$ cat config.mk
export PLATFORM = sky130hd
export DESIGN_NAME = heater_usage_meter_flat
export DESIGN_NICKNAME = d
export VERILOG_FILES = /design/src/rtl/hum_pkg.sv /design/src/rtl/hum_ifs.sv /design/src/rtl/hum_div.sv /design/src/rtl/heater_usage_meter.sv /design/src/flat_wrapper.sv
export SDC_FILE = /design/constraint.sdc
export NUM_CORES = 1
export LEC_CHECK = 0
export ABC_CLOCK_PERIOD_IN_PS = 15700
export BUFFER_PORTS_ARGS = -buffer_cell sky130_fd_sc_hd__buf_2
export CAP_MARGIN = 5
export CORE_MARGIN = 2
export CORE_UTILIZATION = 55
export DETAILED_ROUTE_END_ITERATION = 6
export PLACE_DENSITY_LB_ADDON = 0.3
export SYNTH_ARGS = -nofsm -noshare
export SYNTH_HDL_FRONTEND = slang
export SYNTH_SLANG_ARGS = --single-unit
$ cat constraint.sdc
create_clock -name clk -period 15.7 [get_ports clk]
set_clock_uncertainty 0.2 [all_clocks]
set_input_delay 3.14 -clock clk [delete_from_list [all_inputs] [get_ports clk]]
set_output_delay 3.14 -clock clk [all_outputs]
set_load 0.05 [all_outputs]
$ cat src/rtl/hum_pkg.sv
package hum_pkg;

	// field widths
	localparam int unsigned KIND_W     = 3;
	localparam int unsigned TIME_W     = 16;
	localparam int unsigned LOAD_W     = 32;
	localparam int unsigned TICK_W     = 24;
	localparam int unsigned STEP_W     = 8;
	localparam int unsigned BARS_W     = 4;
	localparam int unsigned PCT_W      = 7;
	localparam int unsigned CFG_IDX_W  = 3;
	localparam int unsigned CFG_DATA_W = 24;

	// shared divider: left-aligned dividend, one quotient bit per cycle
	localparam int unsigned DIV_NUM_W = 32;
	localparam int unsigned DIV_DEN_W = 24;
	localparam int unsigned DIV_LEN_W = $clog2(DIV_NUM_W + 1);
	localparam int unsigned PROD_W    = TICK_W + PCT_W;

	// register reset values
	localparam logic [STEP_W-1:0] TICK_MS_RST   = 8'd10;
	localparam logic [TICK_W-1:0] SEG_TICKS_RST = 24'd60000;
	localparam logic [TICK_W-1:0] EMPTY_RST     = 24'd340000;
	localparam logic [TICK_W-1:0] SAVE_INT_RST  = 24'd1000;
	localparam logic [BARS_W-1:0] SEG_COUNT_RST = 4'd6;
	localparam logic [PCT_W-1:0]  PCT_SCALE     = 7'd100;

	typedef enum logic [KIND_W-1:0] {
		KIND_INIT       = 3'd0,
		KIND_UPDATE     = 3'd1,
		KIND_COIL_ON    = 3'd2,
		KIND_COIL_OFF   = 3'd3,
		KIND_COIL_PAUSE = 3'd4
	} kind_t;

	typedef enum logic [CFG_IDX_W-1:0] {
		CFG_TICK_MS       = 3'd0,
		CFG_SEG_TICKS     = 3'd1,
		CFG_EMPTY_TICKS   = 3'd2,
		CFG_SAVE_INTERVAL = 3'd3,
		CFG_SEG_COUNT     = 3'd4
	} cfg_idx_t;

	typedef struct packed {
		logic                 start;
		logic [DIV_NUM_W-1:0] num;
		logic [DIV_DEN_W-1:0] den;
		logic [DIV_LEN_W-1:0] len;
	} div_req_t;

	typedef struct packed {
		logic                 busy;
		logic                 done;
		logic [DIV_NUM_W-1:0] quo;
		logic [DIV_DEN_W-1:0] rem;
	} div_rsp_t;

endpackage

$ cat src/rtl/hum_ifs.sv
interface hum_evt_if;
	import hum_pkg::*;
	logic              valid;
	logic              ready;
	logic [KIND_W-1:0] kind;
	logic [TIME_W-1:0] now_ms;
	logic [LOAD_W-1:0] load_ticks;
	modport source(output valid, kind, now_ms, load_ticks, input ready);
	modport sink(input valid, kind, now_ms, load_ticks, output ready);
endinterface

interface hum_res_if;
	import hum_pkg::*;
	logic              valid;
	logic              ready;
	logic [BARS_W-1:0] bars_left;
	logic [PCT_W-1:0]  percent_left;
	logic [TICK_W-1:0] used_ticks;
	logic              save_request;
	logic              coil_active;
	modport source(output valid, bars_left, percent_left, used_ticks, save_request,
		coil_active, input ready);
	modport sink(input valid, bars_left, percent_left, used_ticks, save_request,
		coil_active, output ready);
endinterface

interface hum_cfg_if;
	import hum_pkg::*;
	logic                  valid;
	logic                  ready;
	logic [CFG_IDX_W-1:0]  index;
	logic [CFG_DATA_W-1:0] data;
	modport source(output valid, index, data, input ready);
	modport sink(input valid, index, data, output ready);
endinterface

$ cat src/rtl/hum_div.sv
module hum_div (
	input  logic              clk,
	input  logic              arst_n,
	input  hum_pkg::div_req_t req,
	output hum_pkg::div_rsp_t rsp
);
	import hum_pkg::*;

	logic [DIV_NUM_W-1:0] quo_q;
	logic [DIV_DEN_W-1:0] rem_q;
	logic [DIV_DEN_W-1:0] den_q;
	logic [DIV_LEN_W-1:0] cnt_q;
	logic                 busy_q;
	logic                 done_q;
	logic [DIV_DEN_W:0]   shifted;
	logic [DIV_DEN_W:0]   trial;
	logic                 fits;

	// restoring step: borrow out of the subtract means the divisor does not fit
	assign shifted = {rem_q, quo_q[DIV_NUM_W-1]};
	assign trial   = shifted - {1'b0, den_q};
	assign fits    = ~trial[DIV_DEN_W];

	always_ff @(posedge clk or negedge arst_n) begin
		if (!arst_n) begin
			busy_q <= 1'b0;
			done_q <= 1'b0;
			cnt_q  <= '0;
		end else begin
			done_q <= 1'b0;
			if (req.start) begin
				busy_q <= 1'b1;
				cnt_q  <= req.len;
			end else if (busy_q) begin
				cnt_q <= cnt_q - 1'b1;
				if (cnt_q == DIV_LEN_W'(1)) begin
					busy_q <= 1'b0;
					done_q <= 1'b1;
				end
			end
		end
	end

	always_ff @(posedge clk) begin
		if (req.start) begin
			quo_q <= req.num;
			rem_q <= '0;
			den_q <= req.den;
		end else if (busy_q) begin
			quo_q <= {quo_q[DIV_NUM_W-2:0], fits};
			rem_q <= fits ? trial[DIV_DEN_W-1:0] : shifted[DIV_DEN_W-1:0];
		end
	end

	assign rsp.busy = busy_q;
	assign rsp.done = done_q;
	assign rsp.quo  = quo_q;
	assign rsp.rem  = rem_q;

endmodule

$ cat src/rtl/heater_usage_meter.sv
// Heater usage meter. Each event transfer (init, update, coil on, coil off,
// coil pause, with a 16-bit millisecond timestamp) yields exactly one result
// transfer carrying the remaining bars, the remaining percent, the tick total,
// a save request and the coil state. All divisions run through one shared
// restoring divider that retires one quotient bit per cycle: the ms-to-tick
// split (16 bits), the bars quotient (24 bits) and the percent quotient
// (31 bits) take their turn on it, with one 24x7 multiply in between. The
// ms-to-tick split runs only when the coil is on and elapsed time is
// accounted, and the bars and percent divisions are skipped when the gauge
// is already empty; the event channel is not ready while an event is processed.
// A finished result sits in the output register, so the next event is taken
// while it waits. Configuration registers are written through the cfg channel
// (always ready), by the user only while the block is idle; the block itself
// does not enforce this. Unknown register indexes are ignored.
module heater_usage_meter (
	input logic       clk,
	input logic       arst_n,
	hum_evt_if.sink   evt,
	hum_res_if.source res,
	hum_cfg_if.sink   cfg
);
	import hum_pkg::*;

	typedef enum logic [3:0] {
		ST_IDLE,
		ST_EXEC,
		ST_ACC_WAIT,
		ST_SAVE,
		ST_GAUGE,
		ST_BARS_WAIT,
		ST_PCT_MUL,
		ST_PCT_DIV,
		ST_PCT_WAIT,
		ST_DONE
	} state_t;

	state_t state_q;

	// configuration
	logic [STEP_W-1:0] tick_ms_q;
	logic [TICK_W-1:0] seg_ticks_q;
	logic [TICK_W-1:0] empty_q;
	logic [TICK_W-1:0] save_int_q;
	logic [BARS_W-1:0] seg_count_q;

	// latched event
	logic [KIND_W-1:0] kind_q;
	logic [TIME_W-1:0] now_q;
	logic [LOAD_W-1:0] load_q;

	// meter state
	logic [TICK_W-1:0] tick_q;
	logic [TICK_W-1:0] saved_tot_q;
	logic [TIME_W-1:0] last_q;
	logic [STEP_W-1:0] carry_q;
	logic              coil_q;
	logic              dirty_q;
	logic              saved_q;

	// gauge working registers
	logic [BARS_W-1:0] bars_q;
	logic [PCT_W-1:0]  pct_q;
	logic [TICK_W-1:0] diff_q;
	logic [PROD_W-1:0] prod_q;

	// result register
	logic              res_valid_q;
	logic [BARS_W-1:0] res_bars_q;
	logic [PCT_W-1:0]  res_pct_q;
	logic [TICK_W-1:0] res_used_q;
	logic              res_save_q;
	logic              res_coil_q;

	div_req_t div_req;
	div_rsp_t div_rsp;

	logic [STEP_W-1:0] step;
	logic [TICK_W-1:0] seg;
	logic [TIME_W-1:0] acc_total;
	logic [TIME_W-1:0] fresh;
	logic [TICK_W:0]   acc_sum;
	logic [TICK_W-1:0] load_clamped;
	logic              is_acc_kind;
	logic              below_empty;

	// a zero divisor register counts as one
	assign step = (tick_ms_q == '0) ? STEP_W'(1) : tick_ms_q;
	assign seg  = (seg_ticks_q == '0) ? TICK_W'(1) : seg_ticks_q;

	// elapsed ms plus the carried remainder, wrapping at 16 bits
	assign acc_total = now_q - last_q + TIME_W'(carry_q);
	assign fresh     = div_rsp.quo[TIME_W-1:0];
	// tick_q < empty_q holds here, so overshooting empty is the saturation test
	assign acc_sum   = {1'b0, tick_q} + (TICK_W + 1)'(fresh);

	assign load_clamped = (load_q > LOAD_W'(empty_q)) ? empty_q : load_q[TICK_W-1:0];
	assign below_empty  = tick_q < empty_q;
	assign is_acc_kind  = (kind_q == KIND_UPDATE) || (kind_q == KIND_COIL_OFF) ||
		(kind_q == KIND_COIL_PAUSE);

	// divider requests; dividends are left-aligned so the quotient lands low
	always_comb begin
		div_req = '0;
		unique case (state_q)
			ST_EXEC: begin
				div_req.start = is_acc_kind && coil_q;
				div_req.num   = {acc_total, {(DIV_NUM_W - TIME_W){1'b0}}};
				div_req.den   = DIV_DEN_W'(step);
				div_req.len   = DIV_LEN_W'(TIME_W);
			end
			ST_GAUGE: begin
				div_req.start = below_empty;
				div_req.num   = {tick_q, {(DIV_NUM_W - TICK_W){1'b0}}};
				div_req.den   = seg;
				div_req.len   = DIV_LEN_W'(TICK_W);
			end
			ST_PCT_DIV: begin
				div_req.start = 1'b1;
				div_req.num   = {prod_q, {(DIV_NUM_W - PROD_W){1'b0}}};
				div_req.den   = empty_q;
				div_req.len   = DIV_LEN_W'(PROD_W);
			end
			default: begin
				div_req = '0;
			end
		endcase
	end

	hum_div u_div (
		.clk    (clk),
		.arst_n (arst_n),
		.req    (div_req),
		.rsp    (div_rsp)
	);

	// configuration writes
	assign cfg.ready = 1'b1;

	always_ff @(posedge clk or negedge arst_n) begin
		if (!arst_n) begin
			tick_ms_q   <= TICK_MS_RST;
			seg_ticks_q <= SEG_TICKS_RST;
			empty_q     <= EMPTY_RST;
			save_int_q  <= SAVE_INT_RST;
			seg_count_q <= SEG_COUNT_RST;
		end else if (cfg.valid) begin
			unique case (cfg.index)
				CFG_TICK_MS:       tick_ms_q   <= cfg.data[STEP_W-1:0];
				CFG_SEG_TICKS:     seg_ticks_q <= cfg.data[TICK_W-1:0];
				CFG_EMPTY_TICKS:   empty_q     <= cfg.data[TICK_W-1:0];
				CFG_SAVE_INTERVAL: save_int_q  <= cfg.data[TICK_W-1:0];
				CFG_SEG_COUNT:     seg_count_q <= cfg.data[BARS_W-1:0];
				default: begin
				end
			endcase
		end
	end

	assign evt.ready = (state_q == ST_IDLE);

	// sequencer
	always_ff @(posedge clk or negedge arst_n) begin
		if (!arst_n) begin
			state_q     <= ST_IDLE;
			kind_q      <= '0;
			now_q       <= '0;
			load_q      <= '0;
			tick_q      <= '0;
			saved_tot_q <= '0;
			last_q      <= '0;
			carry_q     <= '0;
			coil_q      <= 1'b0;
			dirty_q     <= 1'b0;
			saved_q     <= 1'b0;
			bars_q      <= '0;
			pct_q       <= '0;
			diff_q      <= '0;
			prod_q      <= '0;
			res_valid_q <= 1'b0;
			res_bars_q  <= '0;
			res_pct_q   <= '0;
			res_used_q  <= '0;
			res_save_q  <= 1'b0;
			res_coil_q  <= 1'b0;
		end else begin
			// drained on transfer; in ST_DONE the hand-over decides
			if (res_valid_q && res.ready && (state_q != ST_DONE)) begin
				res_valid_q <= 1'b0;
			end
			unique case (state_q)
				ST_IDLE: begin
					if (evt.valid) begin
						kind_q  <= evt.kind;
						now_q   <= evt.now_ms;
						load_q  <= evt.load_ticks;
						state_q <= ST_EXEC;
					end
				end
				ST_EXEC: begin
					saved_q <= 1'b0;
					unique case (kind_q)
						KIND_INIT: begin
							tick_q      <= load_clamped;
							saved_tot_q <= load_clamped;
							last_q      <= now_q;
							carry_q     <= '0;
							coil_q      <= 1'b0;
							dirty_q     <= 1'b0;
							state_q     <= ST_GAUGE;
						end
						KIND_COIL_ON: begin
							if (!coil_q) begin
								last_q <= now_q;
								coil_q <= 1'b1;
							end
							state_q <= ST_GAUGE;
						end
						KIND_UPDATE, KIND_COIL_OFF, KIND_COIL_PAUSE: begin
							// with the coil on the divider was started this cycle
							if (coil_q) begin
								last_q  <= now_q;
								state_q <= ST_ACC_WAIT;
							end else begin
								state_q <= ST_SAVE;
							end
						end
						default: begin
							state_q <= ST_GAUGE;
						end
					endcase
				end
				ST_ACC_WAIT: begin
					if (div_rsp.done) begin
						carry_q <= div_rsp.rem[STEP_W-1:0];
						if ((fresh != '0) && below_empty) begin
							tick_q  <= (acc_sum >= {1'b0, empty_q}) ? empty_q :
								acc_sum[TICK_W-1:0];
							dirty_q <= 1'b1;
						end
						state_q <= ST_SAVE;
					end
				end
				ST_SAVE: begin
					unique case (kind_q)
						KIND_UPDATE: begin
							if (dirty_q && ((tick_q - saved_tot_q) >= save_int_q)) begin
								saved_tot_q <= tick_q;
								dirty_q     <= 1'b0;
								saved_q     <= 1'b1;
							end
						end
						KIND_COIL_OFF: begin
							coil_q <= 1'b0;
							if (dirty_q) begin
								saved_tot_q <= tick_q;
								dirty_q     <= 1'b0;
								saved_q     <= 1'b1;
							end
						end
						KIND_COIL_PAUSE: begin
							coil_q <= 1'b0;
						end
						default: begin
						end
					endcase
					state_q <= ST_GAUGE;
				end
				ST_GAUGE: begin
					// bars division started here when the gauge is not empty
					if (below_empty) begin
						state_q <= ST_BARS_WAIT;
					end else begin
						bars_q  <= '0;
						pct_q   <= '0;
						state_q <= ST_DONE;
					end
				end
				ST_BARS_WAIT: begin
					if (div_rsp.done) begin
						bars_q  <= (div_rsp.quo >= DIV_NUM_W'(seg_count_q)) ? '0 :
							seg_count_q - div_rsp.quo[BARS_W-1:0];
						diff_q  <= empty_q - tick_q;
						state_q <= ST_PCT_MUL;
					end
				end
				ST_PCT_MUL: begin
					prod_q  <= PROD_W'(diff_q) * PROD_W'(PCT_SCALE);
					state_q <= ST_PCT_DIV;
				end
				ST_PCT_DIV: begin
					state_q <= ST_PCT_WAIT;
				end
				ST_PCT_WAIT: begin
					if (div_rsp.done) begin
						pct_q   <= div_rsp.quo[PCT_W-1:0];
						state_q <= ST_DONE;
					end
				end
				ST_DONE: begin
					// hand over once the output register is free or draining
					if (!res_valid_q || res.ready) begin
						res_valid_q <= 1'b1;
						res_bars_q  <= bars_q;
						res_pct_q   <= pct_q;
						res_used_q  <= tick_q;
						res_save_q  <= saved_q;
						res_coil_q  <= coil_q;
						state_q     <= ST_IDLE;
					end
				end
				default: begin
					state_q <= ST_IDLE;
				end
			endcase
		end
	end

	assign res.valid        = res_valid_q;
	assign res.bars_left    = res_bars_q;
	assign res.percent_left = res_pct_q;
	assign res.used_ticks   = res_used_q;
	assign res.save_request = res_save_q;
	assign res.coil_active  = res_coil_q;

	// divider completes only where the sequencer waits for it
	a_div_done_expected: assert property (@(posedge clk) disable iff (!arst_n)
		div_rsp.done |-> (state_q == ST_ACC_WAIT || state_q == ST_BARS_WAIT ||
			state_q == ST_PCT_WAIT))
		else $error("divider finished outside a wait state");

	a_div_start_free: assert property (@(posedge clk) disable iff (!arst_n)
		div_req.start |-> !div_rsp.busy)
		else $error("divider restarted while busy");

	a_ready_div_idle: assert property (@(posedge clk) disable iff (!arst_n)
		evt.ready |-> !div_rsp.busy)
		else $error("event channel ready with divider in flight");

	a_save_clears_dirty: assert property (@(posedge clk) disable iff (!arst_n)
		(state_q == ST_DONE && saved_q) |-> !dirty_q)
		else $error("save reported with total still dirty");

	a_pct_range: assert property (@(posedge clk) disable iff (!arst_n)
		res.valid |-> (res.percent_left <= PCT_SCALE))
		else $error("percent above full scale");

endmodule

$ cat src/flat_wrapper.sv
// flat-port wrapper written by rule: the top's interface ports become plain ports
module heater_usage_meter_flat import hum_pkg::*;
  (clk, arst_n, evt_valid, evt_kind, evt_now_ms, evt_load_ticks, evt_ready, res_valid, res_bars_left, res_percent_left, res_used_ticks, res_save_request, res_coil_active, res_ready, cfg_valid, cfg_index, cfg_data, cfg_ready);
  hum_evt_if evt_i ();
  hum_res_if res_i ();
  hum_cfg_if cfg_i ();
  input logic clk;
  input logic arst_n;
  input wire logic [$bits(evt_i.valid)-1:0] evt_valid;
  input wire logic [$bits(evt_i.kind)-1:0] evt_kind;
  input wire logic [$bits(evt_i.now_ms)-1:0] evt_now_ms;
  input wire logic [$bits(evt_i.load_ticks)-1:0] evt_load_ticks;
  output wire logic [$bits(evt_i.ready)-1:0] evt_ready;
  output wire logic [$bits(res_i.valid)-1:0] res_valid;
  output wire logic [$bits(res_i.bars_left)-1:0] res_bars_left;
  output wire logic [$bits(res_i.percent_left)-1:0] res_percent_left;
  output wire logic [$bits(res_i.used_ticks)-1:0] res_used_ticks;
  output wire logic [$bits(res_i.save_request)-1:0] res_save_request;
  output wire logic [$bits(res_i.coil_active)-1:0] res_coil_active;
  input wire logic [$bits(res_i.ready)-1:0] res_ready;
  input wire logic [$bits(cfg_i.valid)-1:0] cfg_valid;
  input wire logic [$bits(cfg_i.index)-1:0] cfg_index;
  input wire logic [$bits(cfg_i.data)-1:0] cfg_data;
  output wire logic [$bits(cfg_i.ready)-1:0] cfg_ready;
  assign evt_i.valid = evt_valid;
  assign evt_i.kind = evt_kind;
  assign evt_i.now_ms = evt_now_ms;
  assign evt_i.load_ticks = evt_load_ticks;
  assign evt_ready = evt_i.ready;
  assign res_valid = res_i.valid;
  assign res_bars_left = res_i.bars_left;
  assign res_percent_left = res_i.percent_left;
  assign res_used_ticks = res_i.used_ticks;
  assign res_save_request = res_i.save_request;
  assign res_coil_active = res_i.coil_active;
  assign res_i.ready = res_ready;
  assign cfg_i.valid = cfg_valid;
  assign cfg_i.index = cfg_index;
  assign cfg_i.data = cfg_data;
  assign cfg_ready = cfg_i.ready;
  heater_usage_meter u_core (.clk(clk), .arst_n(arst_n), .evt(evt_i), .res(res_i), .cfg(cfg_i));
endmodule
==> results.sh, run 1 <==
export IMPL_routed_wl_um=82200
export IMPL_cts_tree="built"
export IMPL_r2r_end="u_core.saved_tot_q[0]"
export IMPL_drtIter0Drc=2048
export IMPL_internal_power_mw=4.09
export IMPL_synth_warnings=0
export IMPL_area_growth_pct=11.1
export IMPL_start_util=0.559
export IMPL_synth_ff_type="dfrtp_1"
export IMPL_row_count=80
export IMPL_r2r_setup_slack_ps=9310
export IMPL_die_w_um=224
export IMPL_grt_total_usage=0.329
export IMPL_switchingPower_mw=3.66
export IMPL_drcViolationCount=10
export IMPL_worstPathArrival_ps=6670
export IMPL_holdCritPathClass="flop to flop"
export IMPL_numCtsBuffers=48
export IMPL_synth_edf_count=56
export IMPL_cts_root_buf="clkbuf_16"
export IMPL_clk_path_buf_depth=3
export IMPL_p_leak_nw=13.9
export IMPL_clkTransAtPathRegs_ps=60
export IMPL_sequentialPowerShare=0.257
export IMPL_design_core_area_sq_um=47800
export IMPL_setup_worst_path_start_class="flop"
export IMPL_portBuffers=121
export IMPL_synth_area_leaders="dfrtp_1 28%, ha_1 13%, edfxtp_1 6.3%, mux2_2 5.9%, inv_1 4.2%"
export IMPL_hold_depth=2
export IMPL_synthArstFlopShare=0.802
export IMPL_tightestPinTransition_ps=1240
export IMPL_syn_num_nets=3186
export IMPL_dr_total_vias=21800
export IMPL_cap_violations=0
export IMPL_clockPowerShare=0.156
export IMPL_insertion_delay_ps=600
export IMPL_gp_congestion=0.953
export IMPL_violations="design-rule violations"
export IMPL_fin_tns_setup_ps=0
export IMPL_p_comb_frac=0.587
export IMPL_p_total_mw=7.75
export IMPL_drive_above_1_share=0.144
export IMPL_cts_htree_levels=2
export IMPL_cts_setup_buffers=0
export IMPL_setup_violations=0
export IMPL_nNetsFinal=3274
export IMPL_hold_path_endpoint="u_core.res.used_ticks[18]"
export IMPL_powerDensity_nw_per_um2=261
export IMPL_post_dp_cell_area_sq_um=28000
export IMPL_grt_pass1_wl_um=126000
export IMPL_die_y_um=224
export IMPL_dp_hpwl_um=63300
export IMPL_drtPass1Iterations=7
export IMPL_slew_violations=0
export IMPL_first_global_vias=21500
export IMPL_required_ps=15980
export IMPL_grt_overflow=0
export IMPL_wire_per_inst_um=23.2
export IMPL_min_period_ps=6390
export IMPL_grt_max_degree=98
export IMPL_netlist_instances=2803
export IMPL_grt_setup_unrepaired="false"
export IMPL_via_per_inst=6.15
export IMPL_slew_headroom=0.171
export IMPL_synth_top_area_frac=0.283
export IMPL_report_final_hold_viol_count=0
export IMPL_synth_area_sq_um=26700
export IMPL_yosys_register_bits=404
export IMPL_ios=123
export IMPL_cts_resized=0
export IMPL_cp_max_fo=24
export IMPL_irDropWorstVdd_uv=162
export IMPL_timing_fmax_mhz=156
export IMPL_endpoint_kind="flop"
export IMPL_syn_mean_instance_area_sq_um=9.54
export IMPL_yosysSeqAreaShare=0.385
export IMPL_swShare=0.472
export IMPL_dp_cells=3456
export IMPL_design_area_sq_um=29700
export IMPL_cts_sinks=404
export IMPL_r2r_cells=23
export IMPL_crit_type="flop to flop"
export IMPL_fin_crit_sh=0.407
export IMPL_grt_antenna_before_repair=1
export IMPL_final_antenna_net_count=0
export IMPL_synth_largest_area_cell="dfrtp_1"
export IMPL_ys_top_cells_by_count="302 x dfrtp_1, 296 x inv_1, 268 x ha_1, 249 x nand2_1, 220 x o21ai_0"
export IMPL_stdcell_count=3547
export IMPL_yosysMostFrequentCell="dfrtp_1"
export IMPL_cts_hold_buf=0
export IMPL_yosysUniqueCellTypes=82
export IMPL_hp_start="u_core.res.used_ticks[18]"
export IMPL_dieArea_sq_um=50400
export IMPL_outcome="complete, but fails checks"
export IMPL_timing_rr_start="u_core.tick_q[0]"
[worst max-delay path, stage by stage (launching register included)]
cell      delay (ps)
dfrtp_1          430
inv_1            140
ha_1             190
inv_1             60
fa_1             470
a211oi_1         320
o21ai_0          160
a21oi_1          380
o221ai_1         250
o21a_1           280
a211oi_1         370
o21bai_1         120
a21oi_1          190
xnor2_1           90
ha_1             290
nand4_1           70
or3_1            370
nor2_1           150
o21ai_0          140
a31oi_1          230
o31ai_1          280
a211oi_4         260
buf_4            430
mux2_2           390
[layout make-up]
cell class / count / area, sq um
clock inverters: 26 / 307
clock buffers: 64 / 1420
well taps: 615 / 769
multi-input cells: 1996 / 15000
diodes: 1 / 2.50
repair buffers: 144 / 788
inverters: 297 / 1110
flip-flops and latches: 404 / 10300
fillers: 3992 / 18200
[metrics by stage]
step | utilization | hold WS, ps | setup slack [ps]
floorplan | - | 242 | 10470
global placement | 0.584 | 259 | 9690
detailed placement | 0.584 | 266 | 9550
CTS | 0.620 | 279 | 9460
global route | 0.620 | 309 | 8930
finish | 0.621 | 275 | 9310
[routing by layer]
metal | vias to the layer above | global-route usage | share of wire
met5 | - | 0 | 0
met4 | 0 | 0.148 | 0.048
met3 | 173 | 0.0516 | 0.067
met2 | 808 | 0.505 | 0.44
met1 | 10700 | 0.463 | 0.44
li1 | 10200 | - | -
[power groups by stage]
stage / combinational [mW] / clock, mW / sequential (mW)
CTS: 4.49 / 1.22 / 1.97
global placement: 4.33 / 0 / 1.96
floorplan: 3.28 / 0 / 1.86
detailed placement: 4.44 / 0 / 1.98
global route: 5.02 / 1.26 / 2.02
finish: 4.55 / 1.21 / 1.99
[cells by family after synthesis]
logic type,count (synthesis),share of synthesized area
compound gates,727,0.174
xor+xnor,119,0.0393
fa+ha+maj,300,0.149
buf+inv,403,0.0573
flops,404,0.385
mux,206,0.0837
other cells,1,0.000140
simple gates,643,0.111
[sequential cells by signal (all words and copies together) (netlist names), 6 cells and up]
signal	cells
u_core.tick_ms_q	8
u_core.tick_q	24
u_core.empty_q	24
u_core.load_q	32
u_core.u_div.rem_q	24
u_core.save_int_q	24
u_core.u_div.quo_q	32
u_core.carry_q	8
u_core.prod_q	29
u_core.u_div.den_q	24
u_core.diff_q	24
u_core.now_q	16
u_core.res.used_ticks	24
u_core.pct_q	7
u_core.res.percent_left	7
u_core.last_q	16
u_core.u_div.cnt_q	6
u_core.seg_ticks_q	24
u_core.saved_tot_q	24
[how the worst max path moves through the flow]
stage,depth (start not counted),slack (ps),from,to
CTS,23,9460,u_core.tick_q[0],u_core.saved_tot_q[0]
global placement,23,9690,u_core.tick_q[0],u_core.saved_tot_q[0]
detailed placement,23,9550,u_core.tick_q[0],u_core.saved_tot_q[0]
floorplan,3,10470,u_core.state_q[1],evt_ready
global route,23,8930,u_core.tick_q[0],u_core.saved_tot_q[0]
finish,23,9310,u_core.tick_q[0],u_core.saved_tot_q[0]
[cell usage in the layout, fill, tap and decap left out, types with 51 or more instances in the layout]
master / n
dfrtp_1: 302
ha_1: 268
mux2i_1: 66
nand2_1: 248
edfxtp_1: 56
a21oi_1: 186
buf_2: 120
o21ai_0: 219
mux2_2: 140
xnor2_1: 75
inv_1: 296
nor2_1: 154
clkbuf_16: 51
Power figures use the tool's default switching activity.
==> run 2, diff against run 1 <==
--- a/config.mk
+++ b/config.mk
@@ -5,7 +5,7 @@
 export SDC_FILE = /design/constraint.sdc
 export NUM_CORES = 1
 export LEC_CHECK = 0
-export ABC_CLOCK_PERIOD_IN_PS = 15700
+export ABC_CLOCK_PERIOD_IN_PS = 5800
 export BUFFER_PORTS_ARGS = -buffer_cell sky130_fd_sc_hd__buf_2
 export CAP_MARGIN = 5
 export CORE_MARGIN = 2
==> constraint.sdc (replaced) <==
create_clock -name clk -period 5.8 [get_ports clk]
set_clock_uncertainty 0.2 [all_clocks]
set_input_delay 1.16 -clock clk [delete_from_list [all_inputs] [get_ports clk]]
set_output_delay 1.16 -clock clk [all_outputs]
set_load 0.05 [all_outputs]
==> run 2 against run 1 <==
The flow still finishes with violations (design-rule violations). Die area is the same. Critical path depth shrank 3. Cell area grew 0.64%. Sequential cell count is the same. Total power grew to 2.7 times the previous value. Combinational power grew to 2.8 times the previous value. Utilization grew 0.39 points. Wire length grew 0.36%. First-iteration DRC count grew 13%. Sequential share of layout area shrank 0.22 points. Critical endpoint is now u_core.tick_q[18].
==> results.sh, run 2 (synthesis results as in run 1) <==
export IMPL_outcome="complete, but fails checks"
export IMPL_violations="design-rule violations"
export IMPL_drtIter0Drc=2305
export IMPL_powerDensity_nw_per_um2=705
export IMPL_layout_commonest_cell="dfrtp_1"
export IMPL_clk_path_buf_depth=3
export IMPL_dr_total_vias=22000
export IMPL_routed_wl_um=82500
export IMPL_tightestPinTransition_ps=1150
export IMPL_area_growth_pct=11.8
export IMPL_grt_pass1_wl_um=126000
export IMPL_via_per_inst=6.17
export IMPL_fin_util=0.624
export IMPL_row_count=80
export IMPL_numCtsBuffers=47
export IMPL_dp_cells=3482
export IMPL_fin_tns_setup_ps=0
export IMPL_grt_total_usage=0.329
export IMPL_grt_max_degree=124
export IMPL_fin_crit_sh=0.951
export IMPL_wire_per_inst_um=23.1
export IMPL_timing_fmax_mhz=181
export IMPL_setup_slack_ps=287
export IMPL_required_ps=6040
export IMPL_die_w_um=224
export IMPL_cts_root_buf="clkbuf_16"
export IMPL_final_antenna_net_count=0
export IMPL_cp_max_fo=5
export IMPL_largest_registers="u_core.load_q x32, u_core.u_div.quo_q x32, u_core.prod_q x29"
export IMPL_diodes=0
export IMPL_start_util=0.559
export IMPL_setup_violations=0
export IMPL_ios=123
export IMPL_dieArea_sq_um=50400
export IMPL_insertion_delay_ps=600
export IMPL_slew_violations=0
export IMPL_nNetsFinal=3303
export IMPL_worstPathArrival_ps=5760
export IMPL_post_dp_cell_area_sq_um=28200
export IMPL_first_global_vias=21300
export IMPL_swShare=0.473
export IMPL_place_ws_ps=47.9
export IMPL_clockPowerShare=0.146
export IMPL_holdCritPathClass="flop to flop"
export IMPL_grt_antenna_before_repair=2
export IMPL_cts_tree="built"
export IMPL_drive_above_1_share=0.153
export IMPL_portBuffers=121
export IMPL_hold_ws_ps=273
export IMPL_drcViolationCount=3
export IMPL_final_cell_mix="302 x dfrtp_1, 295 x inv_1, 268 x ha_1"
export IMPL_cts_htree_levels=2
export IMPL_report_final_hold_viol_count=0
export IMPL_internal_power_mw=11.1
export IMPL_crit_type="flop to flop"
export IMPL_p_comb_frac=0.603
export IMPL_irDropWorstVdd_uv=508
export IMPL_switchingPower_mw=9.95
export IMPL_nFillCells=4043
export IMPL_endpoint_kind="flop"
export IMPL_stdcell_count=3574
export IMPL_design_area_sq_um=29900
export IMPL_design_core_area_sq_um=47800
export IMPL_p_total_mw=21.1
export IMPL_dp_hpwl_um=64400
export IMPL_min_period_ps=5510
export IMPL_p_leak_nw=14.0
export IMPL_clkTransAtPathRegs_ps=60
export IMPL_gp_congestion=0.966
export IMPL_die_y_um=224
export IMPL_sequentialPowerShare=0.250
export IMPL_setup_worst_path_start_class="flop"
export IMPL_cts_sinks=404
export IMPL_slew_headroom=0.227
export IMPL_grt_setup_unrepaired="true"
export IMPL_cap_violations=0
export IMPL_drtPass1Iterations=7
export IMPL_grt_overflow=0
[run 2: changes by cell type in the layout (fill, tap and decap cells not counted), sizes merged]
cell | before | now
buf | 144 | 174
bufinv | 6 | 5
clkinvlp | 2 | 5
diode | 1 | 0
clkbuf | 64 | 62
clkinv | 14 | 12
[run 2: final cells by class]
class	count	area [sq um]	area share
multi-input cells	1996	15100	0.504
flip-flops and latches	404	10300	0.345
clock buffers	62	1320	0.0440
inverters	297	1110	0.0373
repair buffers	174	1040	0.0349
well taps	615	769	0.0258
clock inverters	26	283	0.00946
[run 2: what timing repair did]
item / 4_1_cts / 5_1_grt
endpoints found under the setup margin: 1 / 48
setup buffers: 0 / 4
hold buffers: 0 / 0
gates resized for setup: 1 / 14
pin swaps: 0 / 6
gates cloned: 0 / 0
[run 2: path summary, 6_finish.rpt]
check	from	endpoint	slack, ps	cells past startpoint
max in group asynchronous	arst_n	u_core.diff_q[19]	3710	2
min reg2reg	u_core.res.used_ticks[4]	u_core.res.used_ticks[4]	270	2
min in group asynchronous	arst_n	u_core.save_int_q[0]	400	1
max	u_core.u_div.quo_q[0]	u_core.tick_q[18]	290	20
min	u_core.res.used_ticks[4]	u_core.res.used_ticks[4]	270	2
max reg2reg	u_core.u_div.quo_q[0]	u_core.tick_q[18]	290	20
[run 2: worst max-delay path, stage by stage, from the launching register on]
cell      delay, ps
edfxtp_1        460
ha_1            280
fa_1            440
a211oi_2        250
nor4_1           80
or4b_1          570
o21ai_1         230
o21ai_0         100
a21oi_1         190
xnor2_1         190
ha_1            290
nand3_1         140
a21oi_1          80
o41ai_2         310
a31oi_1         200
a211oi_2        230
o31a_1          320
buf_4           170
mux2_2          330
a211oi_1        240
a21oi_1          70
[run 2: power groups by stage]
stage	logic [mW]	clock network [mW]	registers, mW
3_5_place_dp	12.4	0	5.25
5_1_grt	14.0	3.23	5.36
3_3_place_gp	12.1	0	5.20
6_report	12.7	3.08	5.27
4_1_cts	12.5	3.12	5.21
2_1_floorplan	8.87	0	5.04
[run 2: per-layer routing]
layer | vias to the layer above | share of wire | global-route usage
met2 | 895 | 0.44 | 0.508
met5 | - | 0.00012 | 0
met1 | 10800 | 0.44 | 0.465
met4 | 2 | 0.048 | 0.148
li1 | 10200 | - | -
met3 | 159 | 0.070 | 0.0418
